<file path="src/design/mfd_pkg.sv">
// Shared types, constants and helpers for the motor feedback decoder.
`timescale 1ns / 1ps

package mfd_pkg;

    // Defaults for the top-level parameters
    localparam int AVG_DEPTH_DEF   = 8;
    localparam int MOTOR_COUNT_DEF = 4;

    // Field widths
    localparam int ID_W       = 11;
    localparam int MASK_W     = 4;
    localparam int OFFSET_W   = 13;
    localparam int BYTE_W     = 8;
    localparam int WORD_W     = 16;
    localparam int ADJ_W      = 18;   // offset-corrected, mirrored angle
    localparam int POS_W      = 32;
    localparam int TURN_SHIFT = 13;   // 8192 ticks per turn
    localparam int MIDX_OUT_W = 2;

    // Motors that have their own offset and reverse bit
    localparam int CFG_MOTORS = 4;

    // Configuration port
    localparam int CFG_DATA_W = 13;
    localparam int CFG_IDX_W  = 3;

    localparam logic [CFG_IDX_W-1:0] REG_BASE_ID   = 3'd0;
    localparam logic [CFG_IDX_W-1:0] REG_REV_MASK  = 3'd1;
    localparam logic [CFG_IDX_W-1:0] REG_OFFSET_M0 = 3'd2;
    localparam logic [CFG_IDX_W-1:0] REG_OFFSET_M1 = 3'd3;
    localparam logic [CFG_IDX_W-1:0] REG_OFFSET_M2 = 3'd4;
    localparam logic [CFG_IDX_W-1:0] REG_OFFSET_M3 = 3'd5;

    localparam logic [ID_W-1:0] BASE_ID_RESET = 11'd516;

    localparam int ANGLE_MAX  = 8191;
    localparam int WRAP_LIMIT = 8000;

    // Queue depths
    localparam int MQ_DEPTH = 4;
    localparam int OQ_DEPTH = 8;

    // Classified request handed from front to back (motor index travels beside it)
    typedef struct packed {
        logic                     acc;
        logic                     rev;
        logic signed [ADJ_W-1:0]  angle;
        logic signed [WORD_W-1:0] speed;
        logic signed [WORD_W-1:0] cur;
    } front_item_t;

    typedef struct packed {
        logic                     frame_accepted;
        logic [MIDX_OUT_W-1:0]    motor_index;
        logic signed [POS_W-1:0]  position_total;
        logic signed [WORD_W-1:0] velocity_avg;
        logic signed [WORD_W-1:0] current_value;
        logic signed [WORD_W-1:0] turn_count;
    } result_t;

    // Negation that saturates the most negative value
    function automatic logic signed [WORD_W-1:0] neg_sat16(input logic signed [WORD_W-1:0] v);
        logic signed [WORD_W-1:0] r;
        if (v == {1'b1, {(WORD_W-1){1'b0}}})
            r = {1'b0, {(WORD_W-1){1'b1}}};
        else
            r = -v;
        return r;
    endfunction

endpackage

</file>
<file path="src/design/motor_feedback_decoder_unit.sv">
// Motor feedback decoder: multi-turn position, averaged speed and current per motor.
// Usage:
//   Requests enter through a queue-style port: frame_id and payload_b0..b5 are
//   taken at a clock edge with push high and full low. Results leave the same
//   way: while empty is low the oldest result sits on the result ports and it
//   is taken at an edge with pop high. Every request gives exactly one result;
//   a frame whose identifier maps to no motor returns frame_accepted low and
//   zeros elsewhere, and leaves all motor state untouched.
//   Configuration: cfg_write with cfg_index/cfg_data writes one register at once;
//   write only while no request is in flight.
//   A request passes through the internal queue and back-end stages 1 to 3 before
//   its result enters the result queue. Throughput: one request per cycle while the
//   result queue has room, set by the per-motor read-modify-write of running sum,
//   turns and last position. Reset: registers return to their defaults, histories
//   read as zero, both queues empty. No clearing pass is needed.
//   Stall: when pop stays low the 8-entry result queue fills, the back end stops
//   draining the 4-entry internal queue, and full rises once that is full.
`timescale 1ns / 1ps

module motor_feedback_decoder_unit import mfd_pkg::*; #(
    parameter int AVG_DEPTH   = AVG_DEPTH_DEF,
    parameter int MOTOR_COUNT = MOTOR_COUNT_DEF
) (
    input  logic                     clk,
    input  logic                     rst_n,
    input  logic                     cfg_write,
    input  logic [CFG_IDX_W-1:0]     cfg_index,
    input  logic [CFG_DATA_W-1:0]    cfg_data,
    input  logic                     push,
    output logic                     full,
    input  logic [ID_W-1:0]          frame_id,
    input  logic [BYTE_W-1:0]        payload_b0,
    input  logic [BYTE_W-1:0]        payload_b1,
    input  logic [BYTE_W-1:0]        payload_b2,
    input  logic [BYTE_W-1:0]        payload_b3,
    input  logic [BYTE_W-1:0]        payload_b4,
    input  logic [BYTE_W-1:0]        payload_b5,
    output logic                     empty,
    input  logic                     pop,
    output logic                     frame_accepted,
    output logic [MIDX_OUT_W-1:0]    motor_index,
    output logic signed [POS_W-1:0]  position_total,
    output logic signed [WORD_W-1:0] velocity_avg,
    output logic signed [WORD_W-1:0] current_value,
    output logic signed [WORD_W-1:0] turn_count
);

    localparam int MIDX_W   = (MOTOR_COUNT > 1) ? $clog2(MOTOR_COUNT) : 1;
    localparam int MQ_W     = $bits(front_item_t) + MIDX_W;
    localparam int OQ_CNT_W = $clog2(OQ_DEPTH + 1);

    front_item_t          f_item;
    logic [MIDX_W-1:0]    f_motor;
    front_item_t          q_item;
    logic [MIDX_W-1:0]    q_motor;
    logic                 q_empty;
    logic                 q_pop;
    logic [OQ_CNT_W-1:0]  out_count;
    logic                 res_valid;
    result_t              res;
    result_t              res_head;

    mfd_front #(
        .MOTOR_COUNT(MOTOR_COUNT)
    ) u_front (
        .clk       (clk),
        .rst_n     (rst_n),
        .cfg_write (cfg_write),
        .cfg_index (cfg_index),
        .cfg_data  (cfg_data),
        .frame_id  (frame_id),
        .payload_b0(payload_b0),
        .payload_b1(payload_b1),
        .payload_b2(payload_b2),
        .payload_b3(payload_b3),
        .payload_b4(payload_b4),
        .payload_b5(payload_b5),
        .item      (f_item),
        .motor     (f_motor)
    );

    mfd_fifo #(
        .WIDTH(MQ_W),
        .DEPTH(MQ_DEPTH)
    ) u_mid_q (
        .clk  (clk),
        .rst_n(rst_n),
        .push (push),
        .wdata({f_item, f_motor}),
        .pop  (q_pop),
        .rdata({q_item, q_motor}),
        .full (full),
        .empty(q_empty),
        .count()
    );

    mfd_back #(
        .MOTOR_COUNT(MOTOR_COUNT),
        .AVG_DEPTH  (AVG_DEPTH)
    ) u_back (
        .clk      (clk),
        .rst_n    (rst_n),
        .q_empty  (q_empty),
        .q_item   (q_item),
        .q_motor  (q_motor),
        .q_pop    (q_pop),
        .out_count(out_count),
        .res_valid(res_valid),
        .res      (res)
    );

    mfd_fifo #(
        .WIDTH($bits(result_t)),
        .DEPTH(OQ_DEPTH)
    ) u_out_q (
        .clk  (clk),
        .rst_n(rst_n),
        .push (res_valid),
        .wdata(res),
        .pop  (pop),
        .rdata(res_head),
        .full (),
        .empty(empty),
        .count(out_count)
    );

    assign frame_accepted = res_head.frame_accepted;
    assign motor_index    = res_head.motor_index;
    assign position_total = res_head.position_total;
    assign velocity_avg   = res_head.velocity_avg;
    assign current_value  = res_head.current_value;
    assign turn_count     = res_head.turn_count;

endmodule

</file>
<file path="src/design/mfd_ram.sv">
// Generic single-write, single-read RAM with registered read data.
`timescale 1ns / 1ps

module mfd_ram #(
    parameter int WIDTH = 16,
    parameter int DEPTH = 32,
    localparam int ADDR_W = (DEPTH > 1) ? $clog2(DEPTH) : 1
) (
    input  logic              clk,
    input  logic              we,
    input  logic [ADDR_W-1:0] waddr,
    input  logic [WIDTH-1:0]  wdata,
    input  logic [ADDR_W-1:0] raddr,
    output logic [WIDTH-1:0]  rdata
);

    logic [WIDTH-1:0] mem [DEPTH];

    always_ff @(posedge clk)
    begin
        if (we)
        begin
            mem[waddr] <= wdata;
        end
        rdata <= mem[raddr];
    end

endmodule

</file>
<file path="src/design/mfd_fifo.sv">
// Small register-based FIFO used for the internal and result queues.
`timescale 1ns / 1ps

module mfd_fifo #(
    parameter int WIDTH = 8,
    parameter int DEPTH = 4,
    localparam int PTR_W = (DEPTH > 1) ? $clog2(DEPTH) : 1,
    localparam int CNT_W = $clog2(DEPTH + 1)
) (
    input  logic             clk,
    input  logic             rst_n,
    input  logic             push,
    input  logic [WIDTH-1:0] wdata,
    input  logic             pop,
    output logic [WIDTH-1:0] rdata,
    output logic             full,
    output logic             empty,
    output logic [CNT_W-1:0] count
);

    logic [WIDTH-1:0] store [DEPTH];
    logic [PTR_W-1:0] wr_ptr_reg;
    logic [PTR_W-1:0] rd_ptr_reg;
    logic [CNT_W-1:0] count_reg;
    logic             do_push;
    logic             do_pop;

    assign full    = (count_reg == CNT_W'(DEPTH));
    assign empty   = (count_reg == '0);
    assign count   = count_reg;
    assign rdata   = store[rd_ptr_reg];
    assign do_push = push && !full;
    assign do_pop  = pop && !empty;

    always_ff @(posedge clk)
    begin
        if (do_push)
        begin
            store[wr_ptr_reg] <= wdata;
        end
    end

    always_ff @(posedge clk or negedge rst_n)
    begin
        if (!rst_n)
        begin
            wr_ptr_reg <= '0;
            rd_ptr_reg <= '0;
            count_reg  <= '0;
        end
        else
        begin
            if (do_push)
            begin
                wr_ptr_reg <= (wr_ptr_reg == PTR_W'(DEPTH - 1)) ? '0 : wr_ptr_reg + 1'b1;
            end
            if (do_pop)
            begin
                rd_ptr_reg <= (rd_ptr_reg == PTR_W'(DEPTH - 1)) ? '0 : rd_ptr_reg + 1'b1;
            end
            if (do_push && !do_pop)
            begin
                count_reg <= count_reg + 1'b1;
            end
            else if (do_pop && !do_push)
            begin
                count_reg <= count_reg - 1'b1;
            end
        end
    end

endmodule

</file>
<file path="src/design/mfd_front.sv">
// Front end: configuration registers, identifier decode and angle/current preparation.
`timescale 1ns / 1ps

module mfd_front import mfd_pkg::*; #(
    parameter int MOTOR_COUNT = MOTOR_COUNT_DEF,
    localparam int MIDX_W = (MOTOR_COUNT > 1) ? $clog2(MOTOR_COUNT) : 1
) (
    input  logic                  clk,
    input  logic                  rst_n,
    input  logic                  cfg_write,
    input  logic [CFG_IDX_W-1:0]  cfg_index,
    input  logic [CFG_DATA_W-1:0] cfg_data,
    input  logic [ID_W-1:0]       frame_id,
    input  logic [BYTE_W-1:0]     payload_b0,
    input  logic [BYTE_W-1:0]     payload_b1,
    input  logic [BYTE_W-1:0]     payload_b2,
    input  logic [BYTE_W-1:0]     payload_b3,
    input  logic [BYTE_W-1:0]     payload_b4,
    input  logic [BYTE_W-1:0]     payload_b5,
    output front_item_t           item,
    output logic [MIDX_W-1:0]     motor
);

    logic [ID_W-1:0]     base_id_reg;
    logic [MASK_W-1:0]   rev_mask_reg;
    logic [OFFSET_W-1:0] offset_reg [CFG_MOTORS];

    logic signed [ID_W+1:0]   idx_diff;
    logic [ID_W:0]            idx_mag;
    logic                     in_range;
    logic                     in_cfg;
    logic [1:0]               cfg_sel;
    logic [OFFSET_W-1:0]      off;
    logic                     rev;
    logic signed [WORD_W-1:0] angle_raw;
    logic signed [WORD_W-1:0] cur_raw;
    logic signed [WORD_W:0]   rel;
    logic signed [ADJ_W-1:0]  rel_ext;

    always_ff @(posedge clk or negedge rst_n)
    begin
        if (!rst_n)
        begin
            base_id_reg  <= BASE_ID_RESET;
            rev_mask_reg <= '0;
            for (int k = 0; k < CFG_MOTORS; k++)
            begin
                offset_reg[k] <= '0;
            end
        end
        else if (cfg_write)
        begin
            case (cfg_index)
                REG_BASE_ID:   base_id_reg   <= cfg_data[ID_W-1:0];
                REG_REV_MASK:  rev_mask_reg  <= cfg_data[MASK_W-1:0];
                REG_OFFSET_M0: offset_reg[0] <= cfg_data[OFFSET_W-1:0];
                REG_OFFSET_M1: offset_reg[1] <= cfg_data[OFFSET_W-1:0];
                REG_OFFSET_M2: offset_reg[2] <= cfg_data[OFFSET_W-1:0];
                REG_OFFSET_M3: offset_reg[3] <= cfg_data[OFFSET_W-1:0];
                default: ;
            endcase
        end
    end

    // index = id - base - 1
    assign idx_diff = $signed({2'b00, frame_id}) - $signed({2'b00, base_id_reg})
                      - $signed((ID_W+2)'(1));
    assign idx_mag  = idx_diff[ID_W:0];
    assign in_range = !idx_diff[ID_W+1] && (idx_mag < (ID_W+1)'(MOTOR_COUNT));
    assign in_cfg   = !idx_diff[ID_W+1] && (idx_mag < (ID_W+1)'(CFG_MOTORS));
    assign cfg_sel  = idx_mag[1:0];
    assign motor    = idx_mag[MIDX_W-1:0];

    assign off = in_cfg ? offset_reg[cfg_sel] : '0;
    assign rev = in_cfg && rev_mask_reg[cfg_sel];

    assign angle_raw = $signed({payload_b0, payload_b1});
    assign cur_raw   = $signed({payload_b4, payload_b5});

    assign rel     = $signed({angle_raw[WORD_W-1], angle_raw})
                     - $signed({{(WORD_W+1-OFFSET_W){1'b0}}, off});
    assign rel_ext = {{(ADJ_W-WORD_W-1){rel[WORD_W]}}, rel};

    always_comb
    begin
        item.acc   = in_range;
        item.rev   = rev;
        item.angle = rev ? ($signed(ADJ_W'(ANGLE_MAX)) - rel_ext) : rel_ext;
        item.speed = $signed({payload_b2, payload_b3});
        item.cur   = rev ? neg_sat16(cur_raw) : cur_raw;
    end

endmodule

</file>
<file path="src/design/mfd_back.sv">
// Back end: speed history and running mean, turn tracking, result assembly.
`timescale 1ns / 1ps

module mfd_back import mfd_pkg::*; #(
    parameter int MOTOR_COUNT = MOTOR_COUNT_DEF,
    parameter int AVG_DEPTH   = AVG_DEPTH_DEF,
    localparam int MIDX_W   = (MOTOR_COUNT > 1) ? $clog2(MOTOR_COUNT) : 1,
    localparam int OQ_CNT_W = $clog2(OQ_DEPTH + 1)
) (
    input  logic                clk,
    input  logic                rst_n,
    input  logic                q_empty,
    input  front_item_t         q_item,
    input  logic [MIDX_W-1:0]   q_motor,
    output logic                q_pop,
    input  logic [OQ_CNT_W-1:0] out_count,
    output logic                res_valid,
    output result_t             res
);

    localparam int PTR_W   = (AVG_DEPTH > 1) ? $clog2(AVG_DEPTH) : 1;
    localparam int H_DEPTH = MOTOR_COUNT * AVG_DEPTH;
    localparam int HADDR_W = (H_DEPTH > 1) ? $clog2(H_DEPTH) : 1;
    localparam int DIV_L   = $clog2(AVG_DEPTH);
    localparam int SUM_W   = WORD_W + DIV_L;
    localparam int DIV_K   = SUM_W + DIV_L;
    localparam int RECIP_W = SUM_W + 2;
    localparam int PROD_W  = SUM_W + RECIP_W;
    localparam int POSX_W  = POS_W + 1;
    // ceil(2^K / depth): exact truncated quotient for any magnitude below 2^SUM_W
    localparam logic [RECIP_W-1:0] RECIP =
        RECIP_W'(((64'd1 << DIV_K) + 64'(AVG_DEPTH) - 64'd1) / 64'(AVG_DEPTH));

    // per-motor state
    logic [PTR_W-1:0]        hist_ptr_reg [MOTOR_COUNT];
    logic [MOTOR_COUNT-1:0]  filled_reg;
    logic signed [SUM_W-1:0] sum_reg      [MOTOR_COUNT];
    logic signed [POS_W-1:0] last_pos_reg [MOTOR_COUNT];
    logic signed [WORD_W-1:0] turns_reg   [MOTOR_COUNT];

    // issue
    logic [OQ_CNT_W:0]  used;
    logic               issue;
    logic [PTR_W-1:0]   cur_ptr;
    logic [HADDR_W-1:0] haddr;
    logic [WORD_W-1:0]  hist_rdata;

    // stage 1
    logic                s1_valid_reg;
    front_item_t         s1_item_reg;
    logic [MIDX_W-1:0]   s1_motor_reg;
    logic                s1_filled_reg;

    logic signed [WORD_W-1:0] old_speed;
    logic signed [SUM_W-1:0]  sum_next;
    logic signed [WORD_W-1:0] turns_cur;
    logic signed [POSX_W-1:0] pos_raw;
    logic signed [POSX_W-1:0] pos_diff;
    logic signed [POSX_W-1:0] pos_next;
    logic signed [WORD_W-1:0] turns_next;
    logic                     s1_commit;

    // stage 2
    logic                     s2_valid_reg;
    logic                     s2_acc_reg;
    logic                     s2_rev_reg;
    logic [MIDX_W-1:0]        s2_motor_reg;
    logic signed [POS_W-1:0]  s2_pos_reg;
    logic signed [WORD_W-1:0] s2_turns_reg;
    logic signed [SUM_W-1:0]  s2_sum_reg;
    logic signed [WORD_W-1:0] s2_cur_reg;
    logic [SUM_W-1:0]         sum_mag;

    // stage 3
    logic                     s3_valid_reg;
    logic                     s3_acc_reg;
    logic                     s3_rev_reg;
    logic                     s3_neg_reg;
    logic [MIDX_W-1:0]        s3_motor_reg;
    logic signed [POS_W-1:0]  s3_pos_reg;
    logic signed [WORD_W-1:0] s3_turns_reg;
    logic signed [WORD_W-1:0] s3_cur_reg;
    logic [PROD_W-1:0]        s3_prod_reg;
    logic [WORD_W:0]          quot;
    logic [WORD_W:0]          quot_signed;
    logic signed [WORD_W-1:0] vel_mean;

    // Issue only with room guaranteed in the result queue, so stages never stall.
    assign used = (OQ_CNT_W+1)'(out_count) + (OQ_CNT_W+1)'(s1_valid_reg)
                + (OQ_CNT_W+1)'(s2_valid_reg) + (OQ_CNT_W+1)'(s3_valid_reg);
    assign issue = !q_empty && (used < (OQ_CNT_W+1)'(OQ_DEPTH));
    assign q_pop = issue;

    assign cur_ptr = hist_ptr_reg[q_motor];
    assign haddr   = HADDR_W'(q_motor) * HADDR_W'(AVG_DEPTH) + HADDR_W'(cur_ptr);

    // read and write same slot; the RAM returns the old sample
    mfd_ram #(
        .WIDTH(WORD_W),
        .DEPTH(H_DEPTH)
    ) u_hist (
        .clk  (clk),
        .we   (issue && q_item.acc),
        .waddr(haddr),
        .wdata(q_item.speed),
        .raddr(haddr),
        .rdata(hist_rdata)
    );

    always_ff @(posedge clk or negedge rst_n)
    begin
        if (!rst_n)
        begin
            filled_reg <= '0;
            for (int k = 0; k < MOTOR_COUNT; k++)
            begin
                hist_ptr_reg[k] <= '0;
            end
        end
        else if (issue && q_item.acc)
        begin
            if (cur_ptr == PTR_W'(AVG_DEPTH - 1))
            begin
                hist_ptr_reg[q_motor] <= '0;
                filled_reg[q_motor]   <= 1'b1;
            end
            else
            begin
                hist_ptr_reg[q_motor] <= cur_ptr + 1'b1;
            end
        end
    end

    always_ff @(posedge clk)
    begin
        s1_item_reg   <= q_item;
        s1_motor_reg  <= q_motor;
        s1_filled_reg <= filled_reg[q_motor];
    end

    // ---- stage 1: running sum and turn tracking ----
    // a slot not yet written since reset reads as zero
    assign old_speed = s1_filled_reg ? $signed(hist_rdata) : '0;
    assign sum_next  = sum_reg[s1_motor_reg]
                     + SUM_W'(s1_item_reg.speed) - SUM_W'(old_speed);
    assign turns_cur = turns_reg[s1_motor_reg];
    assign pos_raw   = POSX_W'(s1_item_reg.angle)
                     + $signed({{(POSX_W-WORD_W-TURN_SHIFT){turns_cur[WORD_W-1]}},
                                turns_cur, {TURN_SHIFT{1'b0}}});
    assign pos_diff  = pos_raw - POSX_W'(last_pos_reg[s1_motor_reg]);
    assign s1_commit = s1_valid_reg && s1_item_reg.acc;

    always_comb
    begin
        pos_next   = pos_raw;
        turns_next = turns_cur;
        if (pos_diff > $signed(POSX_W'(WRAP_LIMIT)))
        begin
            pos_next   = pos_raw - $signed(POSX_W'(1 << TURN_SHIFT));
            turns_next = turns_cur - 1'b1;
        end
        else if (pos_diff < -$signed(POSX_W'(WRAP_LIMIT)))
        begin
            pos_next   = pos_raw + $signed(POSX_W'(1 << TURN_SHIFT));
            turns_next = turns_cur + 1'b1;
        end
    end

    always_ff @(posedge clk or negedge rst_n)
    begin
        if (!rst_n)
        begin
            for (int k = 0; k < MOTOR_COUNT; k++)
            begin
                sum_reg[k]      <= '0;
                last_pos_reg[k] <= '0;
                turns_reg[k]    <= '0;
            end
        end
        else if (s1_commit)
        begin
            sum_reg[s1_motor_reg]      <= sum_next;
            last_pos_reg[s1_motor_reg] <= pos_next[POS_W-1:0];
            turns_reg[s1_motor_reg]    <= turns_next;
        end
    end

    always_ff @(posedge clk)
    begin
        s2_acc_reg   <= s1_item_reg.acc;
        s2_rev_reg   <= s1_item_reg.rev;
        s2_motor_reg <= s1_motor_reg;
        s2_pos_reg   <= pos_next[POS_W-1:0];
        s2_turns_reg <= turns_next;
        s2_sum_reg   <= sum_next;
        s2_cur_reg   <= s1_item_reg.cur;
    end

    // ---- stage 2: mean magnitude by reciprocal multiply ----
    assign sum_mag = s2_sum_reg[SUM_W-1] ? SUM_W'(-s2_sum_reg) : SUM_W'(s2_sum_reg);

    always_ff @(posedge clk)
    begin
        s3_acc_reg   <= s2_acc_reg;
        s3_rev_reg   <= s2_rev_reg;
        s3_neg_reg   <= s2_sum_reg[SUM_W-1];
        s3_motor_reg <= s2_motor_reg;
        s3_pos_reg   <= s2_pos_reg;
        s3_turns_reg <= s2_turns_reg;
        s3_cur_reg   <= s2_cur_reg;
        s3_prod_reg  <= PROD_W'(sum_mag) * PROD_W'(RECIP);
    end

    // ---- stage 3: sign, reverse, result ----
    assign quot        = s3_prod_reg[DIV_K +: WORD_W+1];
    assign quot_signed = s3_neg_reg ? (WORD_W+1)'(-quot) : quot;
    assign vel_mean    = $signed(quot_signed[WORD_W-1:0]);

    always_ff @(posedge clk or negedge rst_n)
    begin
        if (!rst_n)
        begin
            s1_valid_reg <= 1'b0;
            s2_valid_reg <= 1'b0;
            s3_valid_reg <= 1'b0;
        end
        else
        begin
            s1_valid_reg <= issue;
            s2_valid_reg <= s1_valid_reg;
            s3_valid_reg <= s2_valid_reg;
        end
    end

    assign res_valid = s3_valid_reg;

    always_comb
    begin
        res = '0;
        if (s3_acc_reg)
        begin
            res.frame_accepted = 1'b1;
            res.motor_index    = MIDX_OUT_W'(s3_motor_reg);
            res.position_total = s3_pos_reg;
            res.velocity_avg   = s3_rev_reg ? neg_sat16(vel_mean) : vel_mean;
            res.current_value  = s3_cur_reg;
            res.turn_count     = s3_turns_reg;
        end
    end

endmodule

</file>
<file path="config.mk">
export PLATFORM = sky130hd
export DESIGN_NAME = motor_feedback_decoder_unit
export DESIGN_NICKNAME = d
export VERILOG_FILES = /design/src/design/mfd_pkg.sv /design/src/design/motor_feedback_decoder_unit.sv /design/src/design/mfd_ram.sv /design/src/design/mfd_fifo.sv /design/src/design/mfd_front.sv /design/src/design/mfd_back.sv
export SDC_FILE = /design/constraint.sdc
export NUM_CORES = 2
export LEC_CHECK = 0
export ABC_AREA = 0
export BUFFER_PORTS_ARGS = -buffer_cell sky130_fd_sc_hd__buf_2
export CAP_MARGIN = 40
export CELL_PAD_IN_SITES_DETAIL_PLACEMENT = 1
export CELL_PAD_IN_SITES_GLOBAL_PLACEMENT = 2
export CORE_MARGIN = 2
export CORE_UTILIZATION = 35
export CTS_CLUSTER_SIZE = 24
export DETAILED_ROUTE_END_ITERATION = 7
export PLACE_DENSITY = 0.66
export SYNTH_ARGS = -nofsm -noshare
export SYNTH_HDL_FRONTEND = slang
export SYNTH_SLANG_ARGS = --single-unit
</file>
<file path="constraint.sdc">
create_clock -name clk -period 9.9 [get_ports clk]
set_input_delay 1.98 -clock clk [delete_from_list [all_inputs] [get_ports clk]]
set_output_delay 1.98 -clock clk [all_outputs]
set_load 0.005 [all_outputs]
</file>
==> results.txt <==
CP max stage delay: 0.60 ns
Drt via density: 5.14
Remaining antenna violation count: 0
Post-synthesis sequential area ratio: 68.3%
Post-Route Skew: 0.0418 ns
Flops & latches, synth: 1992
Final period utilization: 81.3%
Worst path slowest cell: a211oi_1
Synth area leader: edfxtp_1
Initial drt markers: 3052
Max reg flops: 656
Post-Synthesis Cells: 4979
Top flop regs: u_out_q.store x656, u_back.u_hist.mem x512, u_mid_q.store x216
Status: complete, no violations
PortBufs: 164
Hold Violations, Final: 0
DRC: 0
Total GRT Usage: 16.8%
Most frequent cells in the layout: 1384 x edfxtp_1, 426 x mux4_2, 412 x nand2_1
Final Slew Violations: 0
Wire length per cell: 23.4 µm
DRT Wirelength: 198000 µm
Synthesis-to-layout area growth: 14.6%
TritonCTS clock tree: done
Worst r2r src: u_back.s1_motor_reg[0]$_DFF_P_
F_max: 124 MHz
Post-CTS setup buffer count: 0
Initial core utilization: 35.3%
Setup TNS: 0 ns
CTS sink count: 1992
Detail Placement HPWL: 127000 µm
Cts hold-fix bufs: 0
Synth top area share: 51.1%
Critical Path Source Type: input port
Die Width: 486 µm
Initial antenna violation count: 25
Top reg by flops: u_out_q.store
Cell mode on critical path: o21ai_0
H-tree Lvls: 4
Grt total ovfl: 0
Avg Synthesized Cell Area: 16.3 µm²
Final setup fails: 0
Top post-synthesis cells by area: edfxtp_1 51%, mux4_2 12%, dfrtp_1 11%
Syn_nets: 5202
Synth Flop Type: edfxtp_1
Worst Setup Path Type: input port to flop
Initial DRT Pass Iterations: 5
Clk buf depth: 3
Vias: 43400
Die Area: 236000 µm²
# rows: 176
Critical Path Fanout Max: 18
Clock latency on the worst-skew pair: 0.85 ns
Final min period: 8.05 ns
Most common cell after layout, fill and taps aside: edfxtp_1
Vias in the first global route: 46400
Layout cells sized above 1: 23.7%
Yosys cell types: 94
Critical Path End Type: flop
Worst path arrival time: 8.58 ns
EDFF count, synth: 1384
Clk root buf: clkbuf_16
Post-Place Setup Slack: 0.938 ns
I/O pin total: 165
Core Footprint: 231000 µm²
Largest net degree at the start of global routing: 102
Hold WC Path Type: flop to flop
Critical path origin: frame_id[0]
Worst slew margin: 37.6%
Max-Cap Viols: 0
Cell area after synthesis: 81400 µm²
Slew @ Worst Pin: 0.930 ns
Warning count from the yosys run: 0
Chip height: 486 µm
Clk slew on worst S/H paths: 0.06 ns
Num CTS Buffers: 203
Post-CTS Resized: 0
Fin nets: 5465
RSZ-0062 raised after global routing: false
Fin worst setup slack: 1.85 ns
Required @ worst endpoint: 10.44 ns
First-pass GRT wire length: 302000 µm
Post-synthesis async set-or-reset flop share: 18.4%
RD Place Congestion: 0.771
Worst hold start: u_back.s2_turns_reg[8]$_DFF_P_
[worst max-delay path: cells and delay by family]
family | cells | cell delay, ns
AOI/OAI and AO/OA | 17 | 3.62
xor gates and xnor gates | 4 | 0.65
adders and majority gates | 4 | 1.13
buffers and inverters | 5 | 0.60
and+or+nand+nor | 3 | 0.59
[stage by stage]
stage,utilization [%],instances,hold slack [ns],instance area (µm²)
after global routing,40.4,8452,0.323,93200
final,40.4,8452,0.313,93200
after floorplan,-,4979,0.310,81400
after CTS,40.4,8448,0.317,93200
after global placement,37.2,8028,0.311,85900
after detailed placement,37.5,8063,0.313,86500
[cells in the mapped netlist (8+ instances only)]
master,n
a21o_1,19
buf_1,40
mux2_2,209
nand2b_1,21
o21ai_0,304
o21a_1,30
dfxtp_1,241
o22ai_1,14
mux2i_1,17
nand4_1,25
clkbuf_1,155
buf_2,19
nor3_1,42
nor4_1,11
dfrtp_1,365
o211ai_1,14
nor2_1,153
nand2_1,413
nor2b_1,24
inv_1,239
nand3_1,38
and3_1,11
a22oi_1,45
o22a_1,8
or4_1,9
ha_1,118
mux4_2,427
a31oi_1,9
o31ai_1,26
nor3b_1,13
and2_1,93
a21boi_0,16
a211oi_1,13
a21oi_1,69
o21bai_1,11
fa_1,25
xor2_1,44
or3_1,24
edfxtp_1,1384
xnor2_1,113
[worst paths after layout]
kind,endpoint,slack (ns),cells after the start
worst max-delay path,u_mid_q.store[2][49]$_DFFE_PP_,1.85,33
worst min-delay path,u_back.s3_turns_reg[8]$_DFF_P_,0.31,0
worst max register to register,u_back.last_pos_reg[90]$_DFFE_PN0P_,1.98,25
worst min register to register,u_back.s3_turns_reg[8]$_DFF_P_,0.31,0
max in group asynchronous,u_back.sum_reg[28]$_DFFE_PN0P_,7.07,4
min in group asynchronous,u_back.hist_ptr_reg[11]$_DFFE_PN0P_,1.04,1
[layer usage]
layer | wire length [µm] | part of all wire, % | track usage (%)
met1 | 93700 | 47 | 24.2
met4 | 4480 | 2.3 | 4.34
met5 | 37 | 0.019 | 0
met2 | 92000 | 46 | 26.4
met3 | 7890 | 4.0 | 2.78
[cell families after synthesis]
| group | share of synthesized area, % |
|---|---|
| compound gates | 5.14 |
| xor+xnor | 1.71 |
| buf+inv | 2.17 |
| flops | 68.3 |
| fa+ha+maj | 2.44 |
| mux | 14.9 |
| simple gates | 5.30 |
[area by class of cell]
cell class                 count  area [µm²]
fill                       22800      137000
sequential                  1992       55600
multi-input combinational   2527       24100
clock buffer                 290        5760
tap                         3026        3790
timing repair buffer         277        2090
clock inverter                95         942
inverter                     241         912
antenna                        4        10.0
Power is not shown: default switching activity piles up to over one toggle a cycle in this logic, so the estimate is an artifact.
